**src/bgd_pkg.sv**
```systemverilog
// Shared types and constants for the backlight glide dimmer.
package bgd_pkg;

	// Command codes carried by an input item.
	localparam logic [1:0] CMD_SET    = 2'd0;
	localparam logic [1:0] CMD_GLIDE  = 2'd1;
	localparam logic [1:0] CMD_TICK   = 2'd2;
	localparam logic [1:0] CMD_SWITCH = 2'd3;

	// Level limits, in percent.
	localparam logic [6:0] LEVEL_MAX  = 7'd100;
	localparam logic [6:0] BRIGHT_MIN = 7'd10;

	// Minimum time between two glide steps, in milliseconds.
	localparam logic [31:0] STEP_INTERVAL_MS = 32'd16;

	// Duty = level*255/100; the divide by 100 is a multiply by 5243 / 2^19,
	// which is exact for every product up to 25500.
	localparam logic [12:0] DUTY_RECIP = 13'd5243;
	localparam int          DUTY_SHIFT = 19;

	// Configuration port widths and register indexes.
	localparam int         ADDR_W       = 3;
	localparam int         DATA_W       = 32;
	localparam logic [0:0] REG_USER_BRT = 1'b0;

	// One input item.
	typedef struct packed {
		logic [1:0]  command;
		logic [7:0]  level;
		logic [31:0] now_ms;
		logic        on;
	} item_t;

	// Dimmer state kept between items.
	typedef struct packed {
		logic [6:0]  cur;
		logic [6:0]  tgt;
		logic [31:0] last_ms;
	} state_t;

	// One result item.
	typedef struct packed {
		logic [6:0] level_now;
		logic [7:0] duty;
		logic       duty_written;
	} result_t;

endpackage

```
**src/bgd_regs.sv**
```systemverilog
// Configuration register file: the user brightness register behind an APB-style port.
module bgd_regs (
	input  logic                       clk,
	input  logic                       arst_n,
	input  logic                       psel,
	input  logic                       penable,
	input  logic                       pwrite,
	input  logic [bgd_pkg::ADDR_W-1:0] paddr,
	input  logic [bgd_pkg::DATA_W-1:0] pwdata,
	output logic [bgd_pkg::DATA_W-1:0] prdata,
	output logic                       pready,
	output logic [6:0]                 user_brightness
);
	import bgd_pkg::*;

	logic [6:0] ub_q;
	logic [6:0] wr_val;
	logic       wr_en;

	// Written values are held to the range 10..100.
	always_comb begin
		wr_val = pwdata[6:0];
		if (wr_val < BRIGHT_MIN) begin
			wr_val = BRIGHT_MIN;
		end else if (wr_val > LEVEL_MAX) begin
			wr_val = LEVEL_MAX;
		end
	end

	assign wr_en = psel && penable && pwrite && (paddr[ADDR_W-1:2] == REG_USER_BRT);

	// Brightness register.
	always_ff @(posedge clk or negedge arst_n) begin
		if (!arst_n) begin
			ub_q <= LEVEL_MAX;
		end else if (wr_en) begin
			ub_q <= wr_val;
		end
	end

	// Reads return the register at its own address and zero elsewhere.
	always_comb begin
		prdata = '0;
		if (paddr[ADDR_W-1:2] == REG_USER_BRT) begin
			prdata = {{(DATA_W-7){1'b0}}, ub_q};
		end
	end

	assign pready          = 1'b1;
	assign user_brightness = ub_q;

endmodule

```
**src/bgd_step.sv**
```systemverilog
// Next-state and result logic for one command item.
module bgd_step (
	input  bgd_pkg::item_t   item,
	input  bgd_pkg::state_t  st,
	input  logic [6:0]       user_brightness,
	output bgd_pkg::state_t  st_next,
	output bgd_pkg::result_t res
);
	import bgd_pkg::*;

	logic [6:0]  req_lvl;
	logic [31:0] elapsed;
	logic        due;
	logic        rising;
	logic [6:0]  gap;
	logic [6:0]  step;
	logic        wrote;
	logic [14:0] scaled;
	logic [27:0] prod;

	// Requested level, clamped to 100.
	assign req_lvl = (item.level > {1'b0, LEVEL_MAX}) ? LEVEL_MAX : item.level[6:0];

	// Wrapping time since the last step.
	assign elapsed = item.now_ms - st.last_ms;
	assign due     = (elapsed >= STEP_INTERVAL_MS);

	// Ease-out step: a quarter of the remaining distance, at least one.
	assign rising = (st.tgt > st.cur);
	assign gap    = rising ? (st.tgt - st.cur) : (st.cur - st.tgt);
	assign step   = (gap[6:2] == 5'd0) ? 7'd1 : {2'b00, gap[6:2]};

	// Command decode.
	always_comb begin
		st_next = st;
		wrote   = 1'b0;
		case (item.command)
			CMD_SET: begin
				st_next.cur = req_lvl;
				st_next.tgt = req_lvl;
				wrote       = 1'b1;
			end
			CMD_GLIDE: begin
				st_next.tgt = req_lvl;
			end
			CMD_TICK: begin
				if ((st.cur != st.tgt) && due) begin
					st_next.cur     = rising ? (st.cur + step) : (st.cur - step);
					st_next.last_ms = item.now_ms;
					wrote           = 1'b1;
				end
			end
			CMD_SWITCH: begin
				st_next.cur = item.on ? user_brightness : 7'd0;
				st_next.tgt = item.on ? user_brightness : 7'd0;
				wrote       = 1'b1;
			end
			default: begin
				st_next = st;
			end
		endcase
	end

	// Duty: level*255 by shift and subtract, then divide by 100 via reciprocal.
	assign scaled = {st_next.cur, 8'b0} - {8'b0, st_next.cur};
	assign prod   = 28'(scaled) * 28'(DUTY_RECIP);

	assign res.level_now    = st_next.cur;
	assign res.duty         = prod[DUTY_SHIFT+7:DUTY_SHIFT];
	assign res.duty_written = wrote;

endmodule

```
**src/backlight_glide_dimmer_core.sv**
```systemverilog
// Top level of the backlight glide dimmer: input register, step logic, result register.
//
//   channel   handshake           payload
//   in        in_valid/in_ready   command, level, now_ms, on
//   out       out_valid/out_ready level_now, duty, duty_written
//   cfg       psel/penable/pready paddr, pwrite, pwdata, prdata
//
// An item passes from the input register into the result register, where its
// result is presented until taken; one item per cycle is sustained while
// out_ready holds. The dimmer state updates as an item moves from the input
// register into the result register, so the next item sees it at once.
// Reset clears the state to level 0, target 0, step time 0 and brightness 100.
// A stalled result holds the input register; new items are taken again as soon
// as the result register drains.
module backlight_glide_dimmer_core (
	input  logic                       clk,
	input  logic                       arst_n,
	input  logic                       psel,
	input  logic                       penable,
	input  logic                       pwrite,
	input  logic [bgd_pkg::ADDR_W-1:0] paddr,
	input  logic [bgd_pkg::DATA_W-1:0] pwdata,
	output logic [bgd_pkg::DATA_W-1:0] prdata,
	output logic                       pready,
	input  logic                       in_valid,
	output logic                       in_ready,
	input  logic [1:0]                 command,
	input  logic [7:0]                 level,
	input  logic [31:0]                now_ms,
	input  logic                       on,
	output logic                       out_valid,
	input  logic                       out_ready,
	output logic [6:0]                 level_now,
	output logic [7:0]                 duty,
	output logic                       duty_written
);
	import bgd_pkg::*;

	logic       valid_s1;
	item_t      item_s1;
	logic       advance;
	logic       out_valid_q;
	result_t    res_q;
	state_t     st_q;
	state_t     st_next;
	result_t    res_next;
	logic [6:0] user_brightness;

	// Configuration registers.
	bgd_regs u_regs (
		.clk             (clk),
		.arst_n          (arst_n),
		.psel            (psel),
		.penable         (penable),
		.pwrite          (pwrite),
		.paddr           (paddr),
		.pwdata          (pwdata),
		.prdata          (prdata),
		.pready          (pready),
		.user_brightness (user_brightness)
	);

	// Step logic between the input register and the result register.
	bgd_step u_step (
		.item            (item_s1),
		.st              (st_q),
		.user_brightness (user_brightness),
		.st_next         (st_next),
		.res             (res_next)
	);

	// The input item moves on when the result register is free or being drained.
	assign advance  = valid_s1 && (!out_valid_q || out_ready);
	assign in_ready = !valid_s1 || advance;

	// Input register.
	always_ff @(posedge clk or negedge arst_n) begin
		if (!arst_n) begin
			valid_s1 <= 1'b0;
		end else if (in_ready) begin
			valid_s1 <= in_valid;
		end
	end

	always_ff @(posedge clk) begin
		if (in_valid && in_ready) begin
			item_s1 <= '{command: command, level: level, now_ms: now_ms, on: on};
		end
	end

	// Dimmer state, updated once per item.
	always_ff @(posedge clk or negedge arst_n) begin
		if (!arst_n) begin
			st_q <= '0;
		end else if (advance) begin
			st_q <= st_next;
		end
	end

	// Result register.
	always_ff @(posedge clk or negedge arst_n) begin
		if (!arst_n) begin
			out_valid_q <= 1'b0;
		end else if (advance) begin
			out_valid_q <= 1'b1;
		end else if (out_ready) begin
			out_valid_q <= 1'b0;
		end
	end

	always_ff @(posedge clk) begin
		if (advance) begin
			res_q <= res_next;
		end
	end

	assign out_valid    = out_valid_q;
	assign level_now    = res_q.level_now;
	assign duty         = res_q.duty;
	assign duty_written = res_q.duty_written;

	// The level and target never leave the percent range.
	a_level_range: assert property (@(posedge clk) disable iff (!arst_n)
		(st_q.cur <= LEVEL_MAX) && (st_q.tgt <= LEVEL_MAX))
		else $error("dimmer level or target above 100");

	// The brightness register stays inside 10..100.
	a_brt_range: assert property (@(posedge clk) disable iff (!arst_n)
		(user_brightness >= BRIGHT_MIN) && (user_brightness <= LEVEL_MAX))
		else $error("user brightness out of range");

	// A pending result reports the level the state now holds.
	a_result_state: assert property (@(posedge clk) disable iff (!arst_n)
		out_valid_q |-> (res_q.level_now == st_q.cur))
		else $error("result level differs from current state");

	// A step that did not write the duty leaves the step time alone.
	a_time_hold: assert property (@(posedge clk) disable iff (!arst_n)
		(advance && !res_next.duty_written) |=> $stable(st_q.last_ms))
		else $error("step time changed without a duty write");

endmodule
```
**config.mk**
```make
export PLATFORM = sky130hd
export DESIGN_NAME = backlight_glide_dimmer_core
export DESIGN_NICKNAME = d
export VERILOG_FILES = /design/src/bgd_pkg.sv /design/src/bgd_regs.sv /design/src/bgd_step.sv /design/src/backlight_glide_dimmer_core.sv
export SDC_FILE = /design/constraint.sdc
export NUM_CORES = 1
export LEC_CHECK = 0
export BUFFER_PORTS_ARGS = -buffer_cell sky130_fd_sc_hd__buf_2
export CAP_MARGIN = 10
export CORE_MARGIN = 2
export CORE_UTILIZATION = 60
export CTS_CLUSTER_SIZE = 25
export DETAILED_ROUTE_END_ITERATION = 7
export GPL_ROUTABILITY_DRIVEN = 1
export PLACE_DENSITY = 0.82
export SLEW_MARGIN = 20
export SYNTH_ARGS = -nofsm -noshare
export SYNTH_HDL_FRONTEND = slang
export SYNTH_SLANG_ARGS = --single-unit
```
**constraint.sdc**
```tcl
create_clock -name clk -period 12.8 [get_ports clk]
set_clock_uncertainty 0.2 [all_clocks]
set_input_delay 0.64 -clock clk [delete_from_list [all_inputs] [get_ports clk]]
set_output_delay 0.64 -clock clk [all_outputs]
set_load 0.02 [all_outputs]
```
==> results of run 1 <==
[worst reg2reg max path, delay by kind of cell, from the launching register on]
kind	cells	cell delay, ns
XOR/XNOR	4	0.69
AO/OA/AOI/OAI	22	5.05
adder cells (fa/ha/maj)	9	3.97
buffers and inverters	6	0.52
AND/OR/NAND/NOR	3	0.65
flip-flops	1	0.46
[per-layer routing]
layer / routed length, µm / vias to the layer above / track usage
met5: 11 / - / 0
met4: 456 / 2 / 0.0853
met3: 1120 / 41 / 0.0462
met2: 11100 / 224 / 0.407
met1: 11200 / 4094 / 0.356
li1: - / 4105 / -
[registers in the layout, indices dropped and copies added, names as in the netlist]
register,flops
u_regs.user_brightness,7
level_now,7
duty_written,1
item_s1,43
st_q,46
out_valid,1
valid_s1,1
duty,8
[kinds of logic after synthesis]
family / share of synthesized area
compound gates: 0.148
flops: 0.280
xor+xnor: 0.0311
simple gates: 0.113
mux: 0.0420
buf+inv: 0.0916
fa+ha+maj: 0.294
other cells: 0.000667
[metrics by stage]
step	std cells	utilization	instance area (µm²)
floorplan	1176	-	11400
global placement	1447	0.634	11800
detailed placement	1447	0.634	11800
CTS	1479	0.665	12400
global route	1480	0.665	12400
finish	1480	0.665	12400
[final cells by class]
| class | instances | area (µm²) | share of cell area |
|---|---|---|---|
| sequential | 114 | 3150 | 0.255 |
| inverter | 195 | 732 | 0.0592 |
| multi-input combinational | 818 | 7170 | 0.580 |
| clock buffer | 20 | 457 | 0.0370 |
| timing repair buffer | 87 | 448 | 0.0362 |
| tap | 234 | 293 | 0.0237 |
| clock inverter | 12 | 109 | 0.00881 |
[path summary, 6_finish.rpt]
check | start | to | cells past startpoint
max | st_q[44] | duty[7] | 44
min | arst_n | st_q[18] | 2
max reg2reg | st_q[44] | duty[7] | 44
min reg2reg | valid_s1 | out_valid | 1
max in group asynchronous | arst_n | st_q[36] | 2
min in group clk | now_ms[18] | item_s1[19] | 1
[layout by cell type, fill, tap and decap left out, types with 10 or more instances in the layout]
master	n
conb_1	26
xor2_1	12
edfxtp_1	59
o21a_1	15
nor2_1	55
xnor2_1	28
buf_2	82
fa_1	69
mux2_2	33
a22oi_1	10
nor3_1	14
o21ai_0	39
ha_1	154
and2_1	10
nand2_1	69
a21oi_1	65
nand3_1	14
inv_1	193
clkbuf_16	17
dfrtp_1	52
a21o_1	20
nor2b_1	13
==> metrics.cfg, run 1 <==
[outcome]
status=completed

[setup_path]
path_buf_inv=6
cp_common_cell=inv_1
cp_slowest_cell=fa_1
worst-r2r-setup-slack_ns=1.03
max_stage_delay_ns=0.56
critPathLaunchType=flop
end_kind=flop
worst_ep_arrival_time_ns=11.75
required_ns=12.78
path_delay_family=compound AO/OA/AOI/OAI gates
cp_max_fo=12
crit_type=reg2reg

[clock_network]
post_cts_buffers=0
cts_tree=built
clockRootBuffer=clkbuf_16
cts.sinks=114
clock_latency_ns=0.42
cts_max_level=4
post_cts_resized=0
clockBufferDepth=2
hold_buffers=0
numCtsBuffers=17
clk_pin_slew_ns=0.06

[sta]
slew_headroom=0.274
layout_worst_path_cycle_share=0.919
hold_slack_ns=0.167
rsz0062_at_grt=false
worst_pin_slew_ns=1.09
hold_violations=0
fin_ws_ns=1.03
final.setup.tns_ns=0
fmax_mhz=85.0
slew_violations=0
setup_viol=0
period_minus_slack_ns=11.77

[synthesis]
synth_common_cells=inv_1, ha_1, fa_1, nand2_1, a21oi_1
netlist_area_um2=11300
synth.most_common_cell=inv_1
synth_seq_cells=114
synth-edff-count=59
ys_types=81
synth_top_area_cell=ha_1
async_reset_ff_frac=0.482
yosysSeqAreaShare=0.280
synth_area_leaders=ha_1, edfxtp_1, fa_1
yosysWarnings=0
syn_avg_cell_area_um2=9.77
synth_top_area_frac=0.171
synthCells=1152
synthFlopType=edfxtp_1

[layout]
area_growth_pct=9.76
n_fill_cell=1399
antenna_cells=0
nNetsFinal=1541
drive_above_1_share=0.144

[die]
fp.dieW_um=141
io_pins=136
num_rows=50
coreArea_um2=18600
fp.dieH_um=141
die-area_um2=19900
start_util=0.606

[global_route]
overflow=0
grt_max_degree=56
antenna_found_initial=1
grt_pass1_wl_um=40800
grt_pass1_vias=8591
track_usage=0.256

[place]
pre_cts_ws_ns=0.759
portBuffers=82
dp_hpwl_um=18800
place_congestion=0.914

[route]
wl_um=23900
drc_errors=0
drt_iter0_drc=525
dr.pass1.iters=5
via_per_inst=5.72
postRouteAntennaNets=0
vias=8466
drt-wirelength-per-cell_um=16.1

[flow_run]
max-cap-violations=0

[worst_hold_path]
hold_class=in2async

Power of run 1 is left out: the tool's default activity adds up to more than one toggle a clock period on the data nets, which glitch-free logic cannot reach.
==> run 2: changes to the inputs <==
==> constraint.sdc (replaced) <==
create_clock -name clk -period 12.47 [get_ports clk]
set_clock_uncertainty 0.2 [all_clocks]
set_input_delay 0.6235 -clock clk [delete_from_list [all_inputs] [get_ports clk]]
set_output_delay 0.6235 -clock clk [all_outputs]
set_load 0.02 [all_outputs]
==> run 2 against run 1 <==
- core utilization rose by 0.27 points
- die area stayed put
- first-iteration DRC count fell by 5.0%
- clock-buffer cell count fell by 2
==> metrics.cfg, run 2 (synthesis results as in run 1) <==
[outcome]
status=completed

[route]
wl_um=24200  ; +1.5%
via_per_inst=5.73  ; +0.18%
dr.pass1.iters=5  ; unchanged
drt-wirelength-per-cell_um=16.4  ; +1.3%
vias=8493  ; +0.32%
drt_iter0_drc=499  ; -5.0%
postRouteAntennaNets=0  ; unchanged
drc_errors=0  ; unchanged

[setup_path]
worst-r2r-setup-slack_ns=1.05  ; +0.02 ns
cp_slowest_cell=fa_1
max_stage_delay_ns=0.54  ; -0.02 ns
required_ns=12.45  ; -0.33 ns
end_kind=flop
reg2reg_from=st_q[44]
crit_type=reg2reg
worst_ep_arrival_time_ns=11.40  ; -0.35 ns
cp_common_cell=inv_1
cp_max_fo=12  ; unchanged
r2r_cells=45  ; +2.3%
r2r-end=duty[7]
critPathLaunchType=flop

[sta]
period_minus_slack_ns=11.42  ; -0.348 ns
setup_viol=0  ; unchanged
slew_headroom=0.412  ; +0.138
rsz0062_at_grt=false
layout_worst_path_cycle_share=0.916  ; -0.00355
slew_violations=0  ; unchanged
final.setup.tns_ns=0  ; unchanged
hold_violations=0  ; unchanged
fmax_mhz=87.6  ; +3.0%
worst_pin_slew_ns=0.881  ; -0.208 ns

[global_route]
overflow=0  ; unchanged
antenna_found_initial=0  ; -1
grt_max_degree=56  ; unchanged
grt_pass1_wl_um=40800  ; about the same
grt_pass1_vias=8438  ; -1.8%
track_usage=0.257  ; +0.00102

[die]
fp.dieH_um=141  ; unchanged
coreArea_um2=18600  ; unchanged
num_rows=50  ; unchanged
die-area_um2=19900  ; unchanged
io_pins=136  ; unchanged
fp.dieW_um=141  ; unchanged
start_util=0.606  ; unchanged

[clock_network]
post_cts_buffers=0  ; unchanged
cts_max_level=4  ; unchanged
numCtsBuffers=17  ; unchanged
clockRootBuffer=clkbuf_16
cts.sinks=114  ; unchanged
cts_tree=built
hold_buffers=0  ; unchanged
clockBufferDepth=2  ; unchanged
clock_latency_ns=0.43  ; about the same
clk_pin_slew_ns=0.06  ; about the same
post_cts_resized=0  ; unchanged

[layout]
regArea_um2=3150  ; unchanged
largest_register_ffs=46  ; unchanged
area_growth_pct=10.2
drive_above_1_share=0.148  ; +0.00377
n_fill_cell=1447  ; +3.4%
nNetsFinal=1543  ; +0.13%
layout_common_cells=inv_1, ha_1, buf_2
layout_commonest_cell=inv_1
multi_input_area_um2=7180  ; +0.12%
regMostFlops=st_q
antenna_cells=0  ; unchanged

[place]
place_congestion=0.931  ; +1.8%
dp_hpwl_um=19000  ; +0.99%
portBuffers=82  ; unchanged

[worst_hold_path]
hold_class=in2async

[flow_run]
max-cap-violations=0  ; unchanged

run 2: changes by cell type in the layout (fill, tap and decap cells not counted):
cell / previous run / this run
xnor2_1: 28 / 27
buf_4: 5 / 7
bufinv_16: 1 / 2
and2_4: 1 / 2
clkbuf_8: 2 / 1
clkinv_1: 1 / 0
clkbuf_1: 1 / 0
inv_6: 2 / 4
xnor2_2: 0 / 1
and2_2: 1 / 0
run 2: worst max-delay path by stage:
stage	endpoint	cells after the start	start
after floorplan	duty[7]	47	st_q[44]
after global placement	duty[7]	45	st_q[44]
after detailed placement	duty[7]	44	st_q[44]
after CTS	duty[7]	44	st_q[44]
after global routing	duty[7]	45	st_q[45]
final	duty[7]	45	st_q[44]
run 2: worst max-delay path: cells and delay by family, from the launching register on:
kind                     cells  cell delay (ns)
buffers and inverters        7             0.71
adder cells (fa/ha/maj)      9             3.89
AND/OR/NAND/NOR              3             0.58
AO/OA/AOI/OAI               22             4.72
flip-flops                   1             0.47
XOR/XNOR                     4             0.62
run 2: area by class of cell:
type	count	share of cell area
Inverter	195	0.0590
Sequential cell	114	0.254
Clock buffer	18	0.0354
Multi-Input combinational cell	818	0.578
Timing Repair Buffer	89	0.0373
Clock inverter	14	0.0123
Tap cell	234	0.0236
run 2: routing by layer:
layer | part of all wire | GRT usage | wire, µm
met2 | 0.47 | 0.414 | 11400
met5 | 0 | 0 | 0
met4 | 0.017 | 0.0768 | 414
met1 | 0.47 | 0.359 | 11300
met3 | 0.048 | 0.0438 | 1160
run 2: stage by stage:
stage / instances / worst slack, ns / utilization / hold slack (ns) / area [µm²]
after floorplan: 1176 / 2.24 / - / 0.128 / 11400
after global placement: 1450 / 1.04 / 0.636 / 0.264 / 11800
after detailed placement: 1450 / 0.887 / 0.636 / 0.278 / 11800
after CTS: 1482 / 0.840 / 0.667 / 0.154 / 12400
after global routing: 1482 / 0.124 / 0.668 / 0.157 / 12400
final: 1482 / 1.05 / 0.668 / 0.144 / 12400
Power of run 2 is left out for the same reason.
